`src/sv/attribute_subscription_table_defines.svh`:
```
// Assertion macros shared by the RTL.
// Each expects i_clk and i_rst_n in scope.
`ifndef ATTRIBUTE_SUBSCRIPTION_TABLE_DEFINES_SVH
`define ATTRIBUTE_SUBSCRIPTION_TABLE_DEFINES_SVH

// Same-cycle implication.
`define AST_ASSERT_IMP(lbl, ante, cons, msg) \
    lbl: assert property (@(posedge i_clk) disable iff (!i_rst_n) (ante) |-> (cons)) \
        else $error(msg);

// Next-cycle implication.
`define AST_ASSERT_NXT(lbl, ante, cons, msg) \
    lbl: assert property (@(posedge i_clk) disable iff (!i_rst_n) (ante) |=> (cons)) \
        else $error(msg);

`endif

```
`src/sv/ast_pkg.sv`:
```
`timescale 1ns / 1ps
`default_nettype none

package ast_pkg;

    localparam int SLOTS = 16;
    localparam int IDX_W = (SLOTS > 1) ? $clog2(SLOTS) : 1;
    localparam int CNT_W = $clog2(SLOTS + 1);
    localparam int ID_W  = 9;

    localparam logic [ID_W-1:0] ID_BASE = ID_W'(256);

    localparam logic [1:0] MODE_SUB    = 2'd0;
    localparam logic [1:0] MODE_ONCE   = 2'd1;
    localparam logic [1:0] MODE_CHANGE = 2'd2;

    typedef enum logic [1:0] {
        ST_STORED = 2'd0,
        ST_FULL   = 2'd1,
        ST_NOTIFY = 2'd2,
        ST_NONE   = 2'd3
    } t_status;

    typedef struct packed {
        logic [15:0] key;
        logic [15:0] handler;
        logic        one_shot;
    } t_entry;

    typedef struct packed {
        logic [1:0]  mode;
        logic [15:0] attr_id;
        logic [15:0] txn_id;
        logic [15:0] handler;
        logic [7:0]  encoding;
        logic [15:0] payload_ref;
        logic [15:0] payload_size;
    } t_item;

    typedef struct packed {
        t_status         status;
        logic [ID_W-1:0] subscription_id;
        logic [15:0]     notify_handler;
        logic [15:0]     notify_attr;
        logic [15:0]     notify_trans;
        logic [7:0]      notify_encoding;
        logic [15:0]     notify_ref;
        logic [15:0]     notify_size;
        logic            expired;
    } t_result;

    typedef struct packed {
        logic             we;
        logic [IDX_W-1:0] waddr;
        t_entry           wdata;
        logic [IDX_W-1:0] raddr;
    } t_store_req;

    typedef struct packed {
        logic             idle;
        logic [CNT_W-1:0] count;
    } t_ctrl_stat;

endpackage

`default_nettype wire

```
`src/sv/ast_store.sv`:
```
`timescale 1ns / 1ps
`default_nettype none

// Slot memory: one write port, one registered read port.
module ast_store (
    input  wire               i_clk,
    input  ast_pkg::t_store_req i_req,
    output ast_pkg::t_entry   o_rdata
);
    import ast_pkg::*;

    t_entry r_mem [SLOTS];
    t_entry r_rdata;

    always_ff @(posedge i_clk) begin
        if (i_req.we) begin
            r_mem[i_req.waddr] <= i_req.wdata;
        end
        r_rdata <= r_mem[i_req.raddr];
    end

    assign o_rdata = r_rdata;

endmodule

`default_nettype wire

```
`src/sv/ast_ctrl.sv`:
```
`timescale 1ns / 1ps
`default_nettype none

// Sequencer: linear key search, insert/overwrite, one-shot removal.
module ast_ctrl (
    input  wire                 i_clk,
    input  wire                 i_rst_n,
    input  wire                 i_take,
    input  ast_pkg::t_item      i_item,
    output ast_pkg::t_ctrl_stat o_stat,
    output logic                o_res_valid,
    output ast_pkg::t_result    o_res,
    input  wire                 i_res_take,
    output ast_pkg::t_store_req o_req,
    input  ast_pkg::t_entry     i_rdata
);
    import ast_pkg::*;

    typedef enum logic [4:0] {
        S_IDLE    = 5'b00001,
        S_SEARCH  = 5'b00010,
        S_MOVE_RD = 5'b00100,
        S_MOVE_WR = 5'b01000,
        S_RESULT  = 5'b10000
    } t_state;

    t_state           r_state, n_state;
    t_item            r_item,  n_item;
    logic [CNT_W-1:0] r_idx,   n_idx;
    logic             r_pend,  n_pend;
    logic [IDX_W-1:0] r_pidx,  n_pidx;
    logic [CNT_W-1:0] r_count, n_count;
    t_result          r_res,   n_res;

    logic             w_hit;
    logic             w_change;
    logic [CNT_W-1:0] w_last;

    assign w_change = (r_item.mode == MODE_CHANGE);
    assign w_hit    = r_pend && (i_rdata.key == r_item.attr_id);
    assign w_last   = r_count - CNT_W'(1);

    always_comb begin
        n_state     = r_state;
        n_item      = r_item;
        n_idx       = r_idx;
        n_pend      = r_pend;
        n_pidx      = r_pidx;
        n_count     = r_count;
        n_res       = r_res;
        o_res_valid = 1'b0;
        o_req.we    = 1'b0;
        o_req.waddr = r_pidx;
        o_req.wdata = i_rdata;
        o_req.raddr = r_idx[IDX_W-1:0];

        unique case (r_state)
            S_IDLE: begin
                if (i_take) begin
                    n_item = i_item;
                    n_idx  = '0;
                    n_pend = 1'b0;
                    n_res  = '0;
                    if (i_item.mode == MODE_SUB || i_item.mode == MODE_ONCE ||
                        i_item.mode == MODE_CHANGE) begin
                        n_state = S_SEARCH;
                    end else begin
                        n_res.status = ST_NONE;
                        n_state      = S_RESULT;
                    end
                end
            end
            S_SEARCH: begin
                if (w_hit) begin
                    if (w_change) begin
                        n_res.status          = ST_NOTIFY;
                        n_res.notify_handler  = i_rdata.handler;
                        n_res.notify_attr     = r_item.attr_id;
                        n_res.notify_trans    = r_item.txn_id;
                        n_res.notify_encoding = r_item.encoding;
                        n_res.notify_ref      = r_item.payload_ref;
                        n_res.notify_size     = r_item.payload_size;
                        if (i_rdata.one_shot) begin
                            n_res.expired = 1'b1;
                            n_state       = S_MOVE_RD;
                        end else begin
                            n_state = S_RESULT;
                        end
                    end else begin
                        // existing key: overwrite handler and kind
                        o_req.we             = 1'b1;
                        o_req.waddr          = r_pidx;
                        o_req.wdata.key      = r_item.attr_id;
                        o_req.wdata.handler  = r_item.handler;
                        o_req.wdata.one_shot = (r_item.mode == MODE_ONCE);
                        n_res.status          = ST_STORED;
                        n_res.subscription_id = ID_BASE + ID_W'(r_pidx);
                        n_state               = S_RESULT;
                    end
                end else if (r_idx < r_count) begin
                    n_pend = 1'b1;
                    n_pidx = r_idx[IDX_W-1:0];
                    n_idx  = r_idx + CNT_W'(1);
                end else begin
                    n_pend  = 1'b0;
                    n_state = S_RESULT;
                    if (w_change) begin
                        n_res.status = ST_NONE;
                    end else if (r_count == CNT_W'(SLOTS)) begin
                        n_res.status = ST_FULL;
                    end else begin
                        // append at the end of the valid region
                        o_req.we             = 1'b1;
                        o_req.waddr          = r_count[IDX_W-1:0];
                        o_req.wdata.key      = r_item.attr_id;
                        o_req.wdata.handler  = r_item.handler;
                        o_req.wdata.one_shot = (r_item.mode == MODE_ONCE);
                        n_count               = r_count + CNT_W'(1);
                        n_res.status          = ST_STORED;
                        n_res.subscription_id = ID_BASE + ID_W'(r_count[IDX_W-1:0]);
                    end
                end
            end
            S_MOVE_RD: begin
                o_req.raddr = w_last[IDX_W-1:0];
                n_state     = S_MOVE_WR;
            end
            S_MOVE_WR: begin
                // last entry into the freed slot (self-copy if it was last)
                o_req.we    = 1'b1;
                o_req.waddr = r_pidx;
                o_req.wdata = i_rdata;
                n_count     = w_last;
                n_state     = S_RESULT;
            end
            S_RESULT: begin
                o_res_valid = 1'b1;
                if (i_res_take) begin
                    n_state = S_IDLE;
                end
            end
            default: begin
                n_state = S_IDLE;
            end
        endcase
    end

    always_ff @(posedge i_clk) begin
        if (!i_rst_n) begin
            r_state <= S_IDLE;
            r_count <= '0;
            r_pend  <= 1'b0;
        end else begin
            r_state <= n_state;
            r_count <= n_count;
            r_pend  <= n_pend;
        end
        r_item <= n_item;
        r_idx  <= n_idx;
        r_pidx <= n_pidx;
        r_res  <= n_res;
    end

    assign o_res        = r_res;
    assign o_stat.idle  = (r_state == S_IDLE);
    assign o_stat.count = r_count;

endmodule

`default_nettype wire

```
`src/sv/attribute_subscription_table.sv`:
```
// Attribute subscription table. Items arrive on a valid/ready input channel
// and each produces exactly one result on a valid/ready output channel.
// Mode 0 stores a persistent subscription, mode 1 a one-shot one (new key
// appended, existing key has handler and kind overwritten; id = 256 + slot,
// or status "full" with id 0). Mode 2 looks the attribute up and, on a hit,
// issues a notification; a one-shot entry is then removed by moving the
// last valid entry into its slot. Mode 3 answers "no subscriber". The slot
// memory has a single registered read port and one key is compared per
// cycle, so a search runs up to the hit or over all valid slots on a miss.
// One item is in work at a time; the result sits in an output register so
// the next item can be taken before it is drained. The slot memory needs
// no clearing: only slots below the valid count are read.
`timescale 1ns / 1ps
`default_nettype none

`include "attribute_subscription_table_defines.svh"

module attribute_subscription_table (
    input  wire                     i_clk,
    input  wire                     i_rst_n,
    // input channel
    input  wire                     i_valid,
    output logic                    o_ready,
    input  wire  [1:0]              i_mode,
    input  wire  [15:0]             i_attr_id,
    input  wire  [15:0]             i_txn_id,
    input  wire  [15:0]             i_handler,
    input  wire  [7:0]              i_encoding,
    input  wire  [15:0]             i_payload_ref,
    input  wire  [15:0]             i_payload_size,
    // result channel
    output logic                    o_valid,
    input  wire                     i_ready,
    output logic [1:0]              o_status,
    output logic [ast_pkg::ID_W-1:0] o_subscription_id,
    output logic [15:0]             o_notify_handler,
    output logic [15:0]             o_notify_attr,
    output logic [15:0]             o_notify_trans,
    output logic [7:0]              o_notify_encoding,
    output logic [15:0]             o_notify_ref,
    output logic [15:0]             o_notify_size,
    output logic                    o_expired
);
    import ast_pkg::*;

    t_item      w_item;
    t_ctrl_stat w_stat;
    t_result    w_res;
    logic       w_res_valid;
    logic       w_take;
    logic       w_load;
    t_store_req w_req;
    t_entry     w_rdata;

    // output register
    logic    r_out_valid;
    t_result r_out;

    assign w_item.mode         = i_mode;
    assign w_item.attr_id      = i_attr_id;
    assign w_item.txn_id       = i_txn_id;
    assign w_item.handler      = i_handler;
    assign w_item.encoding     = i_encoding;
    assign w_item.payload_ref  = i_payload_ref;
    assign w_item.payload_size = i_payload_size;

    // Ready whenever the sequencer is idle, even with a result still held.
    assign o_ready = w_stat.idle;
    assign w_take  = i_valid && o_ready;

    // Finished result moves into the output register once it is free.
    assign w_load = w_res_valid && (!r_out_valid || i_ready);

    ast_ctrl u_ctrl (
        .i_clk      (i_clk),
        .i_rst_n    (i_rst_n),
        .i_take     (w_take),
        .i_item     (w_item),
        .o_stat     (w_stat),
        .o_res_valid(w_res_valid),
        .o_res      (w_res),
        .i_res_take (w_load),
        .o_req      (w_req),
        .i_rdata    (w_rdata)
    );

    ast_store u_store (
        .i_clk  (i_clk),
        .i_req  (w_req),
        .o_rdata(w_rdata)
    );

    always_ff @(posedge i_clk) begin
        if (!i_rst_n) begin
            r_out_valid <= 1'b0;
        end else if (w_load) begin
            r_out_valid <= 1'b1;
        end else if (i_ready) begin
            r_out_valid <= 1'b0;
        end
        if (w_load) begin
            r_out <= w_res;
        end
    end

    assign o_valid           = r_out_valid;
    assign o_status          = r_out.status;
    assign o_subscription_id = r_out.subscription_id;
    assign o_notify_handler  = r_out.notify_handler;
    assign o_notify_attr     = r_out.notify_attr;
    assign o_notify_trans    = r_out.notify_trans;
    assign o_notify_encoding = r_out.notify_encoding;
    assign o_notify_ref      = r_out.notify_ref;
    assign o_notify_size     = r_out.notify_size;
    assign o_expired         = r_out.expired;

    // Checks on the sequencer and result formatting.
    `AST_ASSERT_IMP(a_count_bound, 1'b1, w_stat.count <= CNT_W'(SLOTS), "valid count above SLOTS")
    `AST_ASSERT_NXT(a_busy_after_take, w_take, !o_ready, "took a second item while busy")
    `AST_ASSERT_IMP(a_stored_id, o_valid && (o_status == ST_STORED), o_subscription_id >= ID_BASE, "stored result without slot id")
    `AST_ASSERT_IMP(a_expired_notify, o_valid && o_expired, o_status == ST_NOTIFY, "expiry flag without notification")
    `AST_ASSERT_IMP(a_quiet_fields, o_valid && (o_status != ST_NOTIFY), o_notify_handler == 16'd0 && o_notify_attr == 16'd0, "notify fields set on non-notification")

endmodule

`default_nettype wire

```
`config.mk`:
```
export PLATFORM = sky130hd
export DESIGN_NAME = attribute_subscription_table
export DESIGN_NICKNAME = d
export VERILOG_FILES = /design/src/sv/ast_pkg.sv /design/src/sv/ast_store.sv /design/src/sv/ast_ctrl.sv /design/src/sv/attribute_subscription_table.sv
export VERILOG_INCLUDE_DIRS = /design/src /design/src/sv
export SDC_FILE = /design/constraint.sdc
export NUM_CORES = 1
export LEC_CHECK = 0
export BUFFER_PORTS_ARGS = -buffer_cell sky130_fd_sc_hd__buf_4
export CORE_UTILIZATION = 55
export DETAILED_ROUTE_END_ITERATION = 7
export HOLD_SLACK_MARGIN = 0.06
export MAX_ROUTING_LAYER = met4
export PLACE_DENSITY_LB_ADDON = 0.3
export SLEW_MARGIN = 15
export SYNTH_ARGS = -nofsm -noshare
export SYNTH_HDL_FRONTEND = slang
export SYNTH_SLANG_ARGS = --single-unit
```
`constraint.sdc`:
```
create_clock -name i_clk -period 7.9 [get_ports i_clk]
set_input_delay 1.58 -clock i_clk [delete_from_list [all_inputs] [get_ports i_clk]]
set_output_delay 1.58 -clock i_clk [all_outputs]
set_load 0.01 [all_outputs]
```
# Word level (Yosys, flattened, before mapping)
# Memory sizes are Yosys's and may differ from the RTL's. A register that Yosys moved wholly into a read port is not among the register bits.
# Index checks and enable logic that the tools add are counted.
[word_totals]
wordCells = 130
mem_count = 1
mem_bits_ro = 0
regBits = 311
latchBits = 0
in_bits = 94
mem_bits_rw = 528
[classes]
div_mod_pow = 0
n_addsub = 5
n_lt_le_gt_ge = 1
n_reduce_logical = 21
n_mul = 0
bitwise = 1
n_mux = 47
n_eq_ne = 23
shift = 0
[mem_list]
columns = ["memory", "words", "width", "rd", "rd_clocked_by_memory_dff", "wr", "line_no", "source"]
rows = [
  ["u_store.r_mem", 16, 33, 1, 1, 1, "ast_store.sv:12", "t_entry r_mem [SLOTS];"],
]
[ops]
columns = ["operator", "count"]
rows = [
  ["100-bit one-hot mux with 2 select lines", 1],
  ["38-bit two-way mux", 5],
  ["89-bit two-way mux", 2],
  ["100-bit two-way mux", 1],
  ["38-bit one-hot mux with 2 select lines", 1],
  ["5-bit two-way mux", 14],
  ["9-bit two-way mux", 3],
  ["5-bit one-hot mux with 5 select lines", 1],
  ["11-bit two-way mux", 2],
  ["5-bit one-hot mux with 2 select lines", 2],
  ["9-bit by 4-bit adder with 9-bit output (first input constant)", 2],
  ["16-bit == test", 1],
  ["5-bit AND reduction", 3],
  ["2-bit by 1-bit inequality test with 1-bit output (second input constant)", 6],
  ["3-bit AND reduction", 4],
  ["5-bit by 1-bit adder with 5-bit output (second input constant)", 2],
  ["5-bit == test (second input constant)", 2],
  ["1-bit two-way mux", 10],
  ["2-bit inequality test (second input constant)", 4],
  ["4-bit AND reduction", 2],
  ["2-bit two-way mux", 3],
  ["3-bit by 2-bit inequality test with 1-bit output (second input constant)", 2],
  ["2-bit nonzero test", 3],
  ["5-bit by 1-bit == test with 1-bit output (second input constant)", 1],
  ["15 further kinds", 21],
]

# Depth between registers and ports, before layout
[logic_depth]
depth_word = 8
depth_mapped = 11

# Cells and area by module
# A second synthesis with hierarchy kept.
[unflattened]
cells_unflattened = 1495
area_unflattened_um2 = 31910.6
[by_module_without_submodules]
columns = ["mod", "n_inst", "area_per_inst_um2", "seq_area_each_um2", "cells_per_inst"]
rows = [
  ["ast_store", 1, 20629.8, 16515.8, 864],
  ["ast_ctrl", 1, 8224.1, 6075.8, 526],
  ["attribute_subscription_table", 1, 3056.7, 3022.9, 105],
]

# Least setup slack after synthesis
# No wires, ideal clock.
[synth_path]
path_kind = "register to register"
startpoint = "register u_ctrl.r_item[75] (netlist name)"
endpoint = "register u_ctrl.r_res (netlist bit u_ctrl.o_res[10]) (enable)"
path_buffers = 3
arrival_time_ps = 7973
synth_period_minus_slack_ps = 8629
stages_incl_launch_ff = 9
required_time_ps = 7244
setup_time_ps = 656
path_slack_ps = -729
cell_sequence = "edfxtp_1 > xor2_1 > nor4_1 > nand3_1 > or2_0 > clkbuf_1 > clkbuf_1 > buf_1 > o21ai_0"
[synth_via]
elab_chain_len = 4
[synth_rtl]
columns = ["item", "line_no", "source"]
rows = [
  ["start, declared", "ast_ctrl.sv:28", "t_item r_item, n_item;"],
  ["start signal, assigned", "ast_ctrl.sv:158", "r_item <= n_item;"],
  ["16-bit == test", "ast_ctrl.sv:40", "assign w_hit = r_pend && (i_rdata.key == r_item.attr_id);"],
  ["1-bit logical AND", "ast_ctrl.sv:40", ""],
  ["2-bit by 1-bit inequality test with 1-bit output (no line)", "--", ""],
  ["4-bit AND reduction (no line)", "--", ""],
  ["end signal, assigned", "ast_ctrl.sv:161", "r_res <= n_res;"],
  ["end, declared", "ast_ctrl.sv:33", "t_result r_res, n_res;"],
]
# Every way passes these cells.
# A chain may end at the register's enable or synchronous reset.

==> impl_metrics.toml <==
[outcome]
status = "completed"

[route]
met3WireLength_um = 7740
drtIter0Drc = 2425
dr.pass1.iters = 6
antenna_left = 0
wl_met2_um = 40100
highest_layer = "met4"
vias_per_cell = 6.25
wl_per_cell_um = 25.4
vias = 20326
wl_met1_um = 32500
drc = 0
drt-total-wl_um = 82500

[pwr]
internal_power_mw = 8.43
peakVddDrop_mv = 0.149
switchingPower_mw = 2.71
p_clk_share_pct = 38.1
finalPower_mw = 11.1
pwr-share-seq_pct = 50.6
switching_share_pct = 24.4
comb_power_share_pct = 11.3
p_per_area_nw_per_um2 = 286
p_leak_nw = 13.6

[cts]
cts-root-buf = "clkbuf_16"
clk_path_buf_depth = 3
cts_tree = "built"
clock_latency_ns = 0.64
hold_buffers = 0
cts_max_level = 3
clkSinkCount = 864
path_clk_slew_ns = 0.06
cts_buffers = 85
post_cts_buffers = 0
postCtsResizedCells = 0

[synthesis]
synth-warning-count = 0
synth_seq_cells = 864
ys_types = 64
synth-main-ff-cell = "edfxtp_1"
synth_area_per_cell_um2 = 15.2
synth_edf_count = 819
synthArstFlopShare_pct = 0
syn_inst = 2215
seq_area_frac_synth_pct = 75.7
syn_area_um2 = 33700

[global_route]
grt_use_total_pct = 27.2
grt_pass1_vias = 20040
antenna_found_initial = 0
grt_overflow_total = 0
grt_max_degree = 85
grt_pass1_wl_um = 122000

[timing]
period_share_pct = 65.3
fmax_ghz = 0.194
hold_slack_ns = 0.411
hold_viol = 0
drv_slew = 0
slew_headroom_pct = 9.10
rsz0062_at_grt = "no"
finClkSkew_ns = 0.0183
setup_violations = 0
fin_tns_setup_ns = 0
worstMarginPinSlew_ns = 1.36
final.min_clock_period_ns = 5.16

[final_layout]
layout_common_cells = "edfxtp_1 (819), nand2_1 (312), buf_4 (237), a211oi_1 (112), and2_1 (92)"
area_growth_pct = 15.6
final-seq-area_um2 = 25500
nets = 2500
postLayoutCoreUtil_pct = 64.4
mostFrequentLayoutCell = "edfxtp_1"
fill_cells = 4095
multi_input_area_um2 = 7550
num_antenna_cells = 0
drive_above_1_share_pct = 17.3

[run]
cap_viol_max_count = 0

[critical_path]
path_common_cell = "buf_4"
cp_slowest_cell = "mux2i_1"
worstPathMaxFanout = 33
cpPeakStageDelay_ns = 1.03
worstPathCellList = "xor2_1 > nor4_1 > nand3_1 > or2_1 > buf_4 > a21oi_4 > buf_4 > mux2i_1"
cp_data_required_time_ns = 8.17
crit_arrival_ns = 5.42
worstSetupStartpointType = "flop"
worstSetupPathType = "flop to flop"
endpoint_kind = "flop"

[floorplan]
io_pins = 196
die_y_um = 250
die_width_um = 250
num_rows = 90
fp.dieArea_um2 = 62300
start_util_pct = 55.7
core_um2 = 60500

[placement]
routabilityCongestion = 0.887
port_buffers = 191
dp_hpwl_um = 43700

[hold_path]
hold_path.class = "flop to flop"
-- per-stage QoR --
step	instances	setup WS (ns)	cell area, µm²
6_report	3251	2.74	38900
3_5_place_dp	3093	3.02	35900
4_1_cts	3251	2.93	38900
2_1_floorplan	2218	1.37	33700
5_1_grt	3251	2.59	38900
3_3_place_gp	3093	3.09	35900
-- per-layer routing --
metal  vias to the layer above  global-route usage [%]
met5                         -                       -
met2                      1172                    43.3
met1                     10113                    35.9
met4                         0                    9.47
li1                       8869                       -
met3                       172                    4.30
-- layout make-up --
type | count | share of cell area, %
flip-flops and latches | 864 | 65.5
clock inverters | 57 | 1.85
clock buffers | 101 | 5.77
multi-input cells | 1164 | 19.4
repair buffers | 237 | 4.57
inverters | 46 | 0.450
well taps | 782 | 2.51
-- worst max-delay path, delay by kind of cell (launching register included) --
kind	cells	cell delay, ns
buffers and inverters	2	0.85
and+or+nand+nor	3	1.27
DFF	1	0.44
AOI/OAI and AO/OA	1	0.94
xor gates and xnor gates	1	0.20
muxes	1	1.03
-- cell families (layout without fill, tap and decap cells) --
kind of cell	Yosys count	after routing	synth area share, %
DFF	864	864	75.7
buffers and inverters	190	441	2.46
muxes	106	106	3.19
adders and majority gates	8	8	0.297
xor gates and xnor gates	22	22	0.572
AOI/OAI and AO/OA	418	418	9.14
and+or+nand+nor	606	606	8.67
other	1	4	0.0111
-- state kept, by name, indices dropped and copies added (netlist names) --
signal,cells
u_ctrl.r_pend,1
u_ctrl.r_state,5
u_ctrl.r_pidx,4
u_store.r_mem,528
o_subscription_id,5
o_status,2
o_notify_attr,16
u_store.o_rdata,33
o_notify_encoding,8
u_ctrl.r_item,90
o_notify_trans,16
o_expired,1
o_notify_size,16
u_ctrl.r_idx,5
o_valid,1
o_notify_ref,16
u_ctrl.o_res,96
o_notify_handler,16
u_ctrl.r_count,5
-- path summary, 6_finish.rpt --
path                                        start                     to  slack (ns)  depth (start not counted)
worst min register to register   u_ctrl.o_res[92]   o_subscription_id[3]        0.41                          0
worst min-delay path             u_ctrl.o_res[92]   o_subscription_id[3]        0.41                          0
worst max-delay path            u_ctrl.r_item[87]  u_store.r_mem[13][16]        2.74                          8
worst max register to register  u_ctrl.r_item[87]  u_store.r_mem[13][16]        2.74                          8
-- power by group through the flow --
stage	sequential, mW	clock (mW)	combinational (mW)
floorplan	5.71	0	0.795
global placement	5.72	0	1.18
detailed placement	5.73	0	1.23
CTS	5.63	4.29	1.24
global route	5.65	4.47	1.35
finish	5.63	4.24	1.26
-- cell usage after synthesis, types with 2 or more instances --
| master | n | area (µm²) |
|---|---|---|
| nor2b_1 | 3 | 18.8 |
| clkbuf_1 | 88 | 330 |
| nand2_1 | 314 | 1180 |
| mux2_2 | 12 | 135 |
| nor2_1 | 37 | 139 |
| or3_1 | 2 | 12.5 |
| o22a_1 | 27 | 236 |
| a21boi_0 | 4 | 30.0 |
| a211oi_1 | 112 | 841 |
| nand3b_1 | 5 | 37.5 |
| clkbuf_2 | 2 | 10.0 |
| a221oi_1 | 22 | 193 |
| a311oi_1 | 61 | 534 |
| buf_4 | 10 | 75.1 |
| buf_1 | 3 | 11.3 |
| inv_1 | 45 | 169 |
| dfxtp_1 | 45 | 901 |
| nand4_1 | 4 | 25.0 |
| a32oi_1 | 12 | 105 |
| xor2_1 | 13 | 114 |
| nand3_1 | 16 | 80.1 |
| a21o_1 | 2 | 15.0 |
| o21ai_2 | 2 | 17.5 |
| a31oi_1 | 26 | 163 |
| nor3_1 | 23 | 115 |
| or2_2 | 2 | 12.5 |
| nand2b_1 | 8 | 50.1 |
| o21ai_0 | 32 | 160 |
| a21oi_2 | 3 | 26.3 |
| buf_6 | 4 | 45.0 |
| edfxtp_1 | 819 | 24600 |
| buf_2 | 37 | 185 |
| ha_1 | 8 | 100 |
| nor4_1 | 14 | 87.6 |
| a211o_1 | 33 | 289 |
| mux2i_1 | 94 | 941 |
| a21oi_1 | 65 | 325 |
| and2_1 | 93 | 582 |
| xnor2_1 | 9 | 78.8 |
| and3_1 | 73 | 457 |
| a22oi_1 | 8 | 60.1 |
Note: power is estimated with default switching activity, not from simulation.
